**config.mk**
```make
export PLATFORM = sky130hd
export DESIGN_NAME = cut_payload_two_class_queue_top
export DESIGN_NICKNAME = d
export VERILOG_FILES = /design/src/rtl/cpq_pkg.sv /design/src/rtl/cpq_fifo.sv /design/src/rtl/cpq_wrr.sv /design/src/rtl/cut_payload_two_class_queue_top.sv
export SDC_FILE = /design/constraint.sdc
export NUM_CORES = 2
export LEC_CHECK = 0
export BUFFER_PORTS_ARGS = -buffer_cell sky130_fd_sc_hd__buf_2
export CORE_MARGIN = 2
export CORE_UTILIZATION = 25
export DETAILED_ROUTE_END_ITERATION = 16
export PLACE_DENSITY = 0.44
export SYNTH_ARGS = -nofsm -noshare
export SYNTH_HDL_FRONTEND = slang
export SYNTH_SLANG_ARGS = --single-unit
export TNS_END_PERCENT = 30
```
**constraint.sdc**
```tcl
create_clock -name clock -period 32.4 [get_ports clock]
set_input_delay 8.1 -clock clock [delete_from_list [all_inputs] [get_ports clock]]
set_output_delay 8.1 -clock clock [all_outputs]
set_load 0.02 [all_outputs]
```
**src/rtl/cpq_pkg.sv**
```systemverilog
// Package for the two-class cut-payload descriptor queue.
// Item types, opcode and status codes, register indexes and reset values.
// No dependencies.
`default_nettype none

package cpq_pkg;

   localparam int TagFieldBits  = 16;
   localparam int SizeBits      = 14;
   localparam int LimitBits     = 24;
   localparam int WeightBits    = 8;
   localparam int CounterBits   = 9;
   localparam int CsrIndexBits  = 2;
   localparam int CsrDataBits   = 24;

   localparam int DefQueueDepth = 64;
   localparam int DefTagBits    = 16;

   localparam logic OP_ENQUEUE = 1'b0;
   localparam logic OP_DEQUEUE = 1'b1;

   localparam logic [1:0] ENQ_HIGH    = 2'd0;
   localparam logic [1:0] ENQ_LOW     = 2'd1;
   localparam logic [1:0] ENQ_CUT     = 2'd2;
   localparam logic [1:0] ENQ_DROPPED = 2'd3;

   localparam logic [CsrIndexBits-1:0] CSR_BYTE_LIMIT   = 2'd0;
   localparam logic [CsrIndexBits-1:0] CSR_HIGH_WEIGHT  = 2'd1;
   localparam logic [CsrIndexBits-1:0] CSR_LOW_WEIGHT   = 2'd2;
   localparam logic [CsrIndexBits-1:0] CSR_HEADER_BYTES = 2'd3;

   localparam logic [LimitBits-1:0]  RST_BYTE_LIMIT   = 24'd65536;
   localparam logic [WeightBits-1:0] RST_HIGH_WEIGHT  = 8'd1;
   localparam logic [WeightBits-1:0] RST_LOW_WEIGHT   = 8'd1;
   localparam logic [SizeBits-1:0]   RST_HEADER_BYTES = 14'd40;

   typedef struct packed {
      logic                    opcode;
      logic [TagFieldBits-1:0] pkt_tag;
      logic [SizeBits-1:0]     pkt_size;
      logic                    is_bulk;
      logic                    hdr_only;
   } req_type;

   typedef struct packed {
      logic [1:0]              enq_status;
      logic                    deq_valid;
      logic [TagFieldBits-1:0] deq_tag;
      logic [SizeBits-1:0]     deq_size;
      logic                    deq_header;
      logic                    deq_low_class;
   } rsp_type;

endpackage

`default_nettype wire

```
**src/rtl/cpq_fifo.sv**
```systemverilog
// Descriptor FIFO for one class: memory, head pointer and fill count.
// Head entry is read ahead into a register, with bypass on a write to that slot.
// No package dependencies.
`default_nettype none

module cpq_fifo #(
   parameter int DEPTH     = 64,
   parameter int DATA_BITS = 31
) (
   input  wire logic                 clock,
   input  wire logic                 reset,
   input  wire logic                 push_valid,
   input  wire logic [DATA_BITS-1:0] push_data,
   input  wire logic                 pop_valid,
   output logic      [DATA_BITS-1:0] head_data,
   output logic                      empty,
   output logic                      full
);

   localparam int AddrBits  = (DEPTH > 1) ? $clog2(DEPTH) : 1;
   localparam int CountBits = $clog2(DEPTH + 1);
   localparam int SumBits   = AddrBits + 1;

   logic [DATA_BITS-1:0] mem_ff [DEPTH];
   logic [DATA_BITS-1:0] head_data_ff;
   logic [AddrBits-1:0]  head_ff, head_in;
   logic [CountBits-1:0] count_ff, count_in;
   logic [SumBits-1:0]   tail_sum;
   logic [AddrBits-1:0]  tail_addr;

   always_comb begin
      tail_sum = SumBits'(head_ff) + SumBits'(count_ff);
      if (tail_sum >= SumBits'(DEPTH)) begin
         tail_sum = tail_sum - SumBits'(DEPTH);
      end
      tail_addr = tail_sum[AddrBits-1:0];
   end

   always_comb begin
      head_in = head_ff;
      if (pop_valid) begin
         head_in = (head_ff == AddrBits'(DEPTH - 1)) ? '0 : head_ff + 1'b1;
      end
      count_in = count_ff + CountBits'(push_valid) - CountBits'(pop_valid);
   end

   always_ff @(posedge clock) begin
      if (reset) begin
         head_ff  <= '0;
         count_ff <= '0;
      end else begin
         head_ff  <= head_in;
         count_ff <= count_in;
      end
   end

   always_ff @(posedge clock) begin
      if (push_valid) begin
         mem_ff[tail_addr] <= push_data;
      end
   end

   always_ff @(posedge clock) begin
      if (push_valid && tail_addr == head_in) begin
         head_data_ff <= push_data;
      end else begin
         head_data_ff <= mem_ff[head_in];
      end
   end

   assign head_data = head_data_ff;
   assign empty     = (count_ff == '0);
   assign full      = (count_ff == CountBits'(DEPTH));

endmodule

`default_nettype wire

```
**src/rtl/cpq_wrr.sv**
```systemverilog
// Weighted round-robin class picker for the two-class queue.
// Holds the round counter and the last served class; uses cpq_pkg.
`default_nettype none

module cpq_wrr (
   input  wire logic                           clock,
   input  wire logic                           reset,
   input  wire logic                           advance,
   input  wire logic [cpq_pkg::WeightBits-1:0] high_weight,
   input  wire logic [cpq_pkg::WeightBits-1:0] low_weight,
   output logic                                pick_low
);
   import cpq_pkg::*;

   logic [CounterBits-1:0] round_ff, round_in;
   logic [CounterBits-1:0] round_inc;
   logic [CounterBits-1:0] weight_sum;
   logic                   served_ff, served_in;

   always_comb begin
      round_inc  = round_ff + 1'b1;
      weight_sum = CounterBits'(high_weight) + CounterBits'(low_weight);
      round_in   = (round_inc >= weight_sum) ? '0 : round_inc;
      served_in  = !(round_in < CounterBits'(high_weight));
   end

   always_ff @(posedge clock) begin
      if (reset) begin
         round_ff  <= '0;
         served_ff <= 1'b0;
      end else if (advance) begin
         round_ff  <= round_in;
         served_ff <= served_in;
      end
   end

   assign pick_low = advance ? served_in : served_ff;

endmodule

`default_nettype wire

```
**src/rtl/cut_payload_two_class_queue_top.sv**
```systemverilog
// Two-class cut-payload descriptor queue, top level; uses cpq_pkg, cpq_fifo, cpq_wrr.
// An accepted item passes through the input register and then the result register.
// Throughput: one enqueue or dequeue item per cycle while the result is not stalled;
// the result register and the lookahead read of each FIFO memory set that figure.
// Reset clears pointers, byte counts and the round counter, and sets the CSRs to defaults;
// FIFO memories are not cleared and need no clearing pass.
`default_nettype none

module cut_payload_two_class_queue_top #(
   parameter int QUEUE_DEPTH = cpq_pkg::DefQueueDepth,
   parameter int TAG_BITS    = cpq_pkg::DefTagBits
) (
   input  wire logic                             clock,
   input  wire logic                             reset,
   input  wire logic                             req_valid,
   output logic                                  req_stall,
   input  wire cpq_pkg::req_type                 req_item,
   output logic                                  rsp_valid,
   input  wire logic                             rsp_stall,
   output cpq_pkg::rsp_type                      rsp_item,
   input  wire logic                             csr_valid,
   output logic                                  csr_ready,
   input  wire logic [cpq_pkg::CsrIndexBits-1:0] csr_index,
   input  wire logic [cpq_pkg::CsrDataBits-1:0]  csr_data
);
   import cpq_pkg::*;

   localparam int StoredTagBits = (TAG_BITS < TagFieldBits) ? TAG_BITS : TagFieldBits;
   localparam int EntryBits     = StoredTagBits + SizeBits + 1;
   localparam int SumBits       = LimitBits + 1;

   logic [LimitBits-1:0]  byte_limit_ff;
   logic [WeightBits-1:0] high_weight_ff, low_weight_ff;
   logic [SizeBits-1:0]   header_bytes_ff;

   req_type               in_ff;
   logic                  in_valid_ff;
   rsp_type               rsp_ff, rsp_in;
   logic                  rsp_valid_ff;
   logic                  advance, process;

   logic [LimitBits-1:0]  high_bytes_ff, high_bytes_in;
   logic [LimitBits-1:0]  low_bytes_ff, low_bytes_in;

   logic                  high_push, low_push, high_pop, low_pop;
   logic [EntryBits-1:0]  push_entry, high_head, low_head, deq_entry;
   logic                  high_empty, high_full, low_empty, low_full;
   logic                  wrr_advance, wrr_pick_low;

   logic                  is_enq, is_deq;
   logic                  want_low, low_over, cut, go_low, drop;
   logic [SumBits-1:0]    low_sum, tgt_sum;
   logic [SizeBits-1:0]   enq_size, deq_size;
   logic                  enq_hdr;
   logic                  both_busy, any_busy, deq_low;
   logic [LimitBits-1:0]  deq_bytes, deq_bytes_left;

   assign csr_ready = 1'b1;

   always_ff @(posedge clock) begin
      if (reset) begin
         byte_limit_ff   <= RST_BYTE_LIMIT;
         high_weight_ff  <= RST_HIGH_WEIGHT;
         low_weight_ff   <= RST_LOW_WEIGHT;
         header_bytes_ff <= RST_HEADER_BYTES;
      end else if (csr_valid && csr_ready) begin
         unique case (csr_index)
            CSR_BYTE_LIMIT:   byte_limit_ff   <= csr_data[LimitBits-1:0];
            CSR_HIGH_WEIGHT:  high_weight_ff  <= csr_data[WeightBits-1:0];
            CSR_LOW_WEIGHT:   low_weight_ff   <= csr_data[WeightBits-1:0];
            CSR_HEADER_BYTES: header_bytes_ff <= csr_data[SizeBits-1:0];
            default:          byte_limit_ff   <= byte_limit_ff;
         endcase
      end
   end

   assign advance   = !rsp_valid_ff || !rsp_stall;
   assign process   = in_valid_ff && advance;
   assign req_stall = in_valid_ff && !advance;

   always_ff @(posedge clock) begin
      if (reset) begin
         in_valid_ff <= 1'b0;
      end else if (req_valid && !req_stall) begin
         in_valid_ff <= 1'b1;
      end else if (process) begin
         in_valid_ff <= 1'b0;
      end
   end

   always_ff @(posedge clock) begin
      if (req_valid && !req_stall) begin
         in_ff <= req_item;
      end
   end

   // enqueue: classify, cut on low overflow, then admit or drop
   always_comb begin
      is_enq   = (in_ff.opcode == OP_ENQUEUE);
      is_deq   = (in_ff.opcode == OP_DEQUEUE);
      want_low = in_ff.is_bulk && !in_ff.hdr_only;
      low_sum  = SumBits'(low_bytes_ff) + SumBits'(in_ff.pkt_size);
      low_over = (low_sum > SumBits'(byte_limit_ff));
      cut      = want_low && low_over;
      go_low   = want_low && !low_over;
      enq_size = cut ? header_bytes_ff : in_ff.pkt_size;
      enq_hdr  = cut || in_ff.hdr_only;
      tgt_sum  = (go_low ? SumBits'(low_bytes_ff) : SumBits'(high_bytes_ff))
                 + SumBits'(enq_size);
      drop     = (tgt_sum > SumBits'(byte_limit_ff)) || (go_low ? low_full : high_full);
      push_entry = {enq_hdr, enq_size, in_ff.pkt_tag[StoredTagBits-1:0]};
   end

   // dequeue: pick a class, pop its head
   always_comb begin
      both_busy   = !high_empty && !low_empty;
      any_busy    = !high_empty || !low_empty;
      wrr_advance = process && is_deq && both_busy;
      deq_low     = both_busy ? wrr_pick_low : high_empty;
      deq_entry   = deq_low ? low_head : high_head;
      deq_size    = deq_entry[StoredTagBits +: SizeBits];
      deq_bytes   = deq_low ? low_bytes_ff : high_bytes_ff;
      deq_bytes_left = (deq_bytes >= LimitBits'(deq_size))
                       ? deq_bytes - LimitBits'(deq_size) : '0;
   end

   assign high_push = process && is_enq && !drop && !go_low;
   assign low_push  = process && is_enq && !drop && go_low;
   assign high_pop  = process && is_deq && any_busy && !deq_low;
   assign low_pop   = process && is_deq && any_busy && deq_low;

   always_comb begin
      high_bytes_in = high_bytes_ff;
      low_bytes_in  = low_bytes_ff;
      if (high_push) begin
         high_bytes_in = tgt_sum[LimitBits-1:0];
      end
      if (low_push) begin
         low_bytes_in = tgt_sum[LimitBits-1:0];
      end
      if (high_pop) begin
         high_bytes_in = deq_bytes_left;
      end
      if (low_pop) begin
         low_bytes_in = deq_bytes_left;
      end
   end

   always_ff @(posedge clock) begin
      if (reset) begin
         high_bytes_ff <= '0;
         low_bytes_ff  <= '0;
      end else begin
         high_bytes_ff <= high_bytes_in;
         low_bytes_ff  <= low_bytes_in;
      end
   end

   always_comb begin
      rsp_in = '0;
      if (is_enq) begin
         priority if (drop) begin
            rsp_in.enq_status = ENQ_DROPPED;
         end else if (go_low) begin
            rsp_in.enq_status = ENQ_LOW;
         end else if (cut) begin
            rsp_in.enq_status = ENQ_CUT;
         end else begin
            rsp_in.enq_status = ENQ_HIGH;
         end
      end else if (any_busy) begin
         rsp_in.deq_valid     = 1'b1;
         rsp_in.deq_tag       = TagFieldBits'(deq_entry[StoredTagBits-1:0]);
         rsp_in.deq_size      = deq_size;
         rsp_in.deq_header    = deq_entry[EntryBits-1];
         rsp_in.deq_low_class = deq_low;
      end
   end

   always_ff @(posedge clock) begin
      if (reset) begin
         rsp_valid_ff <= 1'b0;
      end else if (process) begin
         rsp_valid_ff <= 1'b1;
      end else if (!rsp_stall) begin
         rsp_valid_ff <= 1'b0;
      end
   end

   always_ff @(posedge clock) begin
      if (process) begin
         rsp_ff <= rsp_in;
      end
   end

   assign rsp_valid = rsp_valid_ff;
   assign rsp_item  = rsp_ff;

   cpq_fifo #(
      .DEPTH     (QUEUE_DEPTH),
      .DATA_BITS (EntryBits)
   ) u_high_fifo (
      .clock      (clock),
      .reset      (reset),
      .push_valid (high_push),
      .push_data  (push_entry),
      .pop_valid  (high_pop),
      .head_data  (high_head),
      .empty      (high_empty),
      .full       (high_full)
   );

   cpq_fifo #(
      .DEPTH     (QUEUE_DEPTH),
      .DATA_BITS (EntryBits)
   ) u_low_fifo (
      .clock      (clock),
      .reset      (reset),
      .push_valid (low_push),
      .push_data  (push_entry),
      .pop_valid  (low_pop),
      .head_data  (low_head),
      .empty      (low_empty),
      .full       (low_full)
   );

   cpq_wrr u_wrr (
      .clock       (clock),
      .reset       (reset),
      .advance     (wrr_advance),
      .high_weight (high_weight_ff),
      .low_weight  (low_weight_ff),
      .pick_low    (wrr_pick_low)
   );

   a_no_push_full: assert property (@(posedge clock) disable iff (reset)
      (high_push |-> !high_full) and (low_push |-> !low_full))
      else $error("push into a full class FIFO");

   a_no_pop_empty: assert property (@(posedge clock) disable iff (reset)
      (high_pop |-> !high_empty) and (low_pop |-> !low_empty))
      else $error("pop from an empty class FIFO");

   a_one_fifo_op: assert property (@(posedge clock) disable iff (reset)
      $countones({high_push, low_push, high_pop, low_pop}) <= 1)
      else $error("more than one FIFO operation in a cycle");

   a_deq_status_clear: assert property (@(posedge clock) disable iff (reset)
      process && is_deq |=> rsp_ff.enq_status == ENQ_HIGH)
      else $error("dequeue result carries an enqueue status");

endmodule

`default_nettype wire
```
==> run metrics <==
TNS Setup=0 ns; Peak VDD IR=just over 0.00008 V; Syn-to-layout area delta=16.2%; Syn Nets=between 7000 and 8000; Synth Area per Inst=between 20 and 25 um^2; GRT Total Usage=14.4%; Final WS setup=between 15 and 20 ns; antenna violations before repair=57; Post-CTS Hold Buffers=0; FF+latch count, synth=around 4200; Total Wirelength=between 400000 and 500000 um; # DRC=0; Final #Nets=8124; layout cells sized above 1=between 20 and 30%; Worst EP arrival=slightly below 9 ns; RSZ-0062 raised after global routing=false; sequential-to-total area share from yosys stat=75.2%; final worst path period share=between 50% and 60%; Antenna Violating Nets Remaining=0; CP Capture Type=primary output; top_reg_cell synth=edfxtp_1; most used cell, CP=buf_2; routed vias/inst=4.69; critical path fanouts, max=3; post-CTS setup buffer count=0; Clock transition at path regs=0.06 ns; Hold WC Path Type=flop to flop; drt pass-1 iters=5; Worst Path Required=roughly 24 ns; Via Count=~80000; TritonCTS clock tree=yes; synthesized instance count=between 7000 and 8000; Yosys cell types=93; vias in the first global route=between 80000 and 90000; status=complete, no violations; Die H=around 820 um; pin count of the biggest net entering global routing=approximately 120; crit path time final=between 15 and 20 ns; Worst-Skew Late Latency=1.03 ns; Worst path slowest cell=and3_1; leakage=about 57 nW; drt wl/cell=approximately 29 um; std cell rows=between 200 and 300; Pwr Density=roughly 68 nW/um^2; worst-margin pin slew=~1.3 ns; # H-tree levels=5; cell-by-cell listing of the critical path=buf_2, and3_1, buf_2; full die area=roughly 670000 um^2; Syn. warnings=0; fin. max-slew vios=0; clk_skew=roughly 0.08 ns; buffers added on ports=100; first-pass GRT wire length=between 600000 and 700000 um; total CTS buffers=between 400 and 500; Die X-Extent=817 um; max incr delay on CP=0.26 ns; Post-synth EDFFs=4036; async set-reset flop share out of synthesis=0%; Clock Path Buffers=4; CP Class=input pin to primary output; Final Core Density=about 29%; startpoint types=input pin; Mapped Area=165000 um^2; final setup fails=0; clk sinks=around 4200; core region area=658000 um^2; Ports=about 100; setup slack at placement=approximately 16 ns; Fmax achieved=59.6 MHz; final hold violation count=0; routability congestion estimate=0.770; cts repair resizes=0; Starting Density=between 20% and 30%; max-cap viol count=0; Slew headroom=approximately 15%; root buffer cell=clkbuf_16; Iter 0 DRT Violations=between 8000 and 9000; half-perimeter wire length after placement=about 280000 um; total congestion overflow=0
[cell families after synthesis]
family	count (synthesis)	share of synthesized area (%)
other	1	0.00227
xor gates and xnor gates	110	0.583
DFF	4188	75.2
and+or+nand+nor	809	2.20
buffers and inverters	474	1.14
AOI/OAI and AO/OA	413	1.62
muxes	1351	18.1
adders and majority gates	153	1.20
[synth_stat cells, drive strengths merged, types with 5 or more instances]
| master | n | area, um^2 |
|---|---|---|
| o31ai | 8 | 65.1 |
| nor2 | 282 | 1060 |
| clkbuf | 250 | 941 |
| a21o | 27 | 204 |
| nor3 | 35 | 175 |
| nand2 | 304 | 1140 |
| mux4 | 1302 | 29300 |
| a2111oi | 6 | 65.1 |
| xnor2 | 82 | 718 |
| buf | 129 | 576 |
| o221a | 12 | 135 |
| a211oi | 16 | 148 |
| o211ai | 10 | 75.1 |
| and3 | 7 | 43.8 |
| xor2 | 28 | 245 |
| mux2 | 16 | 184 |
| o22ai | 8 | 50.1 |
| o21bai | 20 | 154 |
| o21ai | 49 | 245 |
| mux2i | 33 | 330 |
| nand2b | 10 | 62.6 |
| o21a | 18 | 135 |
| nand4 | 28 | 188 |
| nand3 | 39 | 195 |
| nor3b | 5 | 37.5 |
| a21oi | 190 | 955 |
| a31oi | 8 | 65.1 |
| inv | 95 | 359 |
| or3 | 10 | 62.6 |
| dfxtp | 152 | 3040 |
| edfxtp | 4036 | 121000 |
| or2 | 9 | 56.3 |
| nor4 | 21 | 181 |
| nor2b | 22 | 145 |
| o221ai | 5 | 43.8 |
| or4 | 7 | 67.6 |
| ha | 145 | 1810 |
| fa | 8 | 160 |
| and2 | 15 | 96.3 |
[critical path: cells and delay by family]
kind                   cells  cell delay, ns
buffers and inverters      2            0.32
and+or+nand+nor            1            0.26
[report_power, final]
part | leakage, nW | switching (mW) | total [mW] | internal (mW)
Clock | 6.71 | 2.10 | 4.92 | 2.81
Combinational | 12.8 | 1.24 | 1.99 | 0.744
Sequential | 37.6 | 0.0569 | 6.14 | 6.09
[cell type report]
type / instances / area (um^2)
Fill cell: 63900 / 466000
Clock inverter: 243 / 2340
Multi-Input combinational cell: 2837 / 40200
Clock buffer: 534 / 11400
Tap cell: 8700 / 10900
Inverter: 95 / 359
Sequential cell: 4188 / 124000
Antenna cell: 31 / 77.6
Timing Repair Buffer: 356 / 2500
[state kept, by name (all words and copies together), names as in the netlist, named ones only]
register              count
u_high_fifo.mem_ff     1984
u_low_fifo.mem_ff      1984
rsp_item                 35
in_ff                    32
byte_limit_ff            24
high_bytes_ff            24
low_bytes_ff             24
header_bytes_ff          14
u_wrr.round_ff            9
high_weight_ff            8
low_weight_ff             8
u_high_fifo.count_ff      7
u_low_fifo.count_ff       7
u_high_fifo.head_ff       6
u_low_fifo.head_ff        6
in_valid_ff               1
is_deq                    1
rsp_valid                 1
u_wrr.served_ff           1
[placed cells by master (no fill, tap or decap), types with 32 or more instances in the layout]
cell type,n
nor2_1,152
xnor2_1,82
nand2_1,304
clkinv_2,66
clkinv_1,98
dfxtp_1,140
o21ai_0,43
mux4_2,1302
clkbuf_16,438
nand3_1,39
inv_1,92
nor3_1,35
ha_1,145
mux2i_1,32
a21oi_1,189
nor2_4,128
buf_2,99
edfxtp_1,4036
bufinv_16,41
clkbuf_1,88
buf_4,251
[path summary, 6_finish.rpt]
| kind | depth (start not counted) | slack [ns] | startpoint | end |
|---|---|---|---|---|
| hold / removal | 2 | 0.46 | byte_limit_ff[19]$_SDFFE_PP0P_ | byte_limit_ff[19]$_SDFFE_PP0P_ |
| setup / recovery | 3 | 15.62 | rsp_stall | req_stall |
| hold reg to reg | 2 | 0.46 | byte_limit_ff[19]$_SDFFE_PP0P_ | byte_limit_ff[19]$_SDFFE_PP0P_ |
| setup reg to reg | 47 | 18.99 | in_ff[2]$_DFFE_PP_ | u_low_fifo.mem_ff[10][16]$_DFFE_PP_ |
[per-stage QoR]
stage / power [mW] / std cells / hold WS, ns / cell area [um^2]
floorplan: 7.52 / 7499 / 0.433 / 165000
global placement: 8.23 / 16200 / 0.452 / 178000
detailed placement: 8.26 / 16200 / 0.451 / 178000
CTS: 13.2 / 17000 / 0.460 / 192000
global route: 13.5 / 17000 / 0.475 / 192000
finish: 13.0 / 17000 / 0.457 / 192000
[routing by layer]
metal | GRT usage (%) | vias up | part of all wire [%] | wire length (um)
li1 | - | 32400 | - | -
met1 | 20.0 | 44300 | 44 | 217000
met2 | 23.9 | 2465 | 48 | 238000
met3 | 2.60 | 535 | 6.3 | 31200
met4 | 2.67 | 4 | 1.9 | 9290
met5 | 0 | - | 0.0054 | 27
No activity file was read; power rests on OpenSTA's default activity.
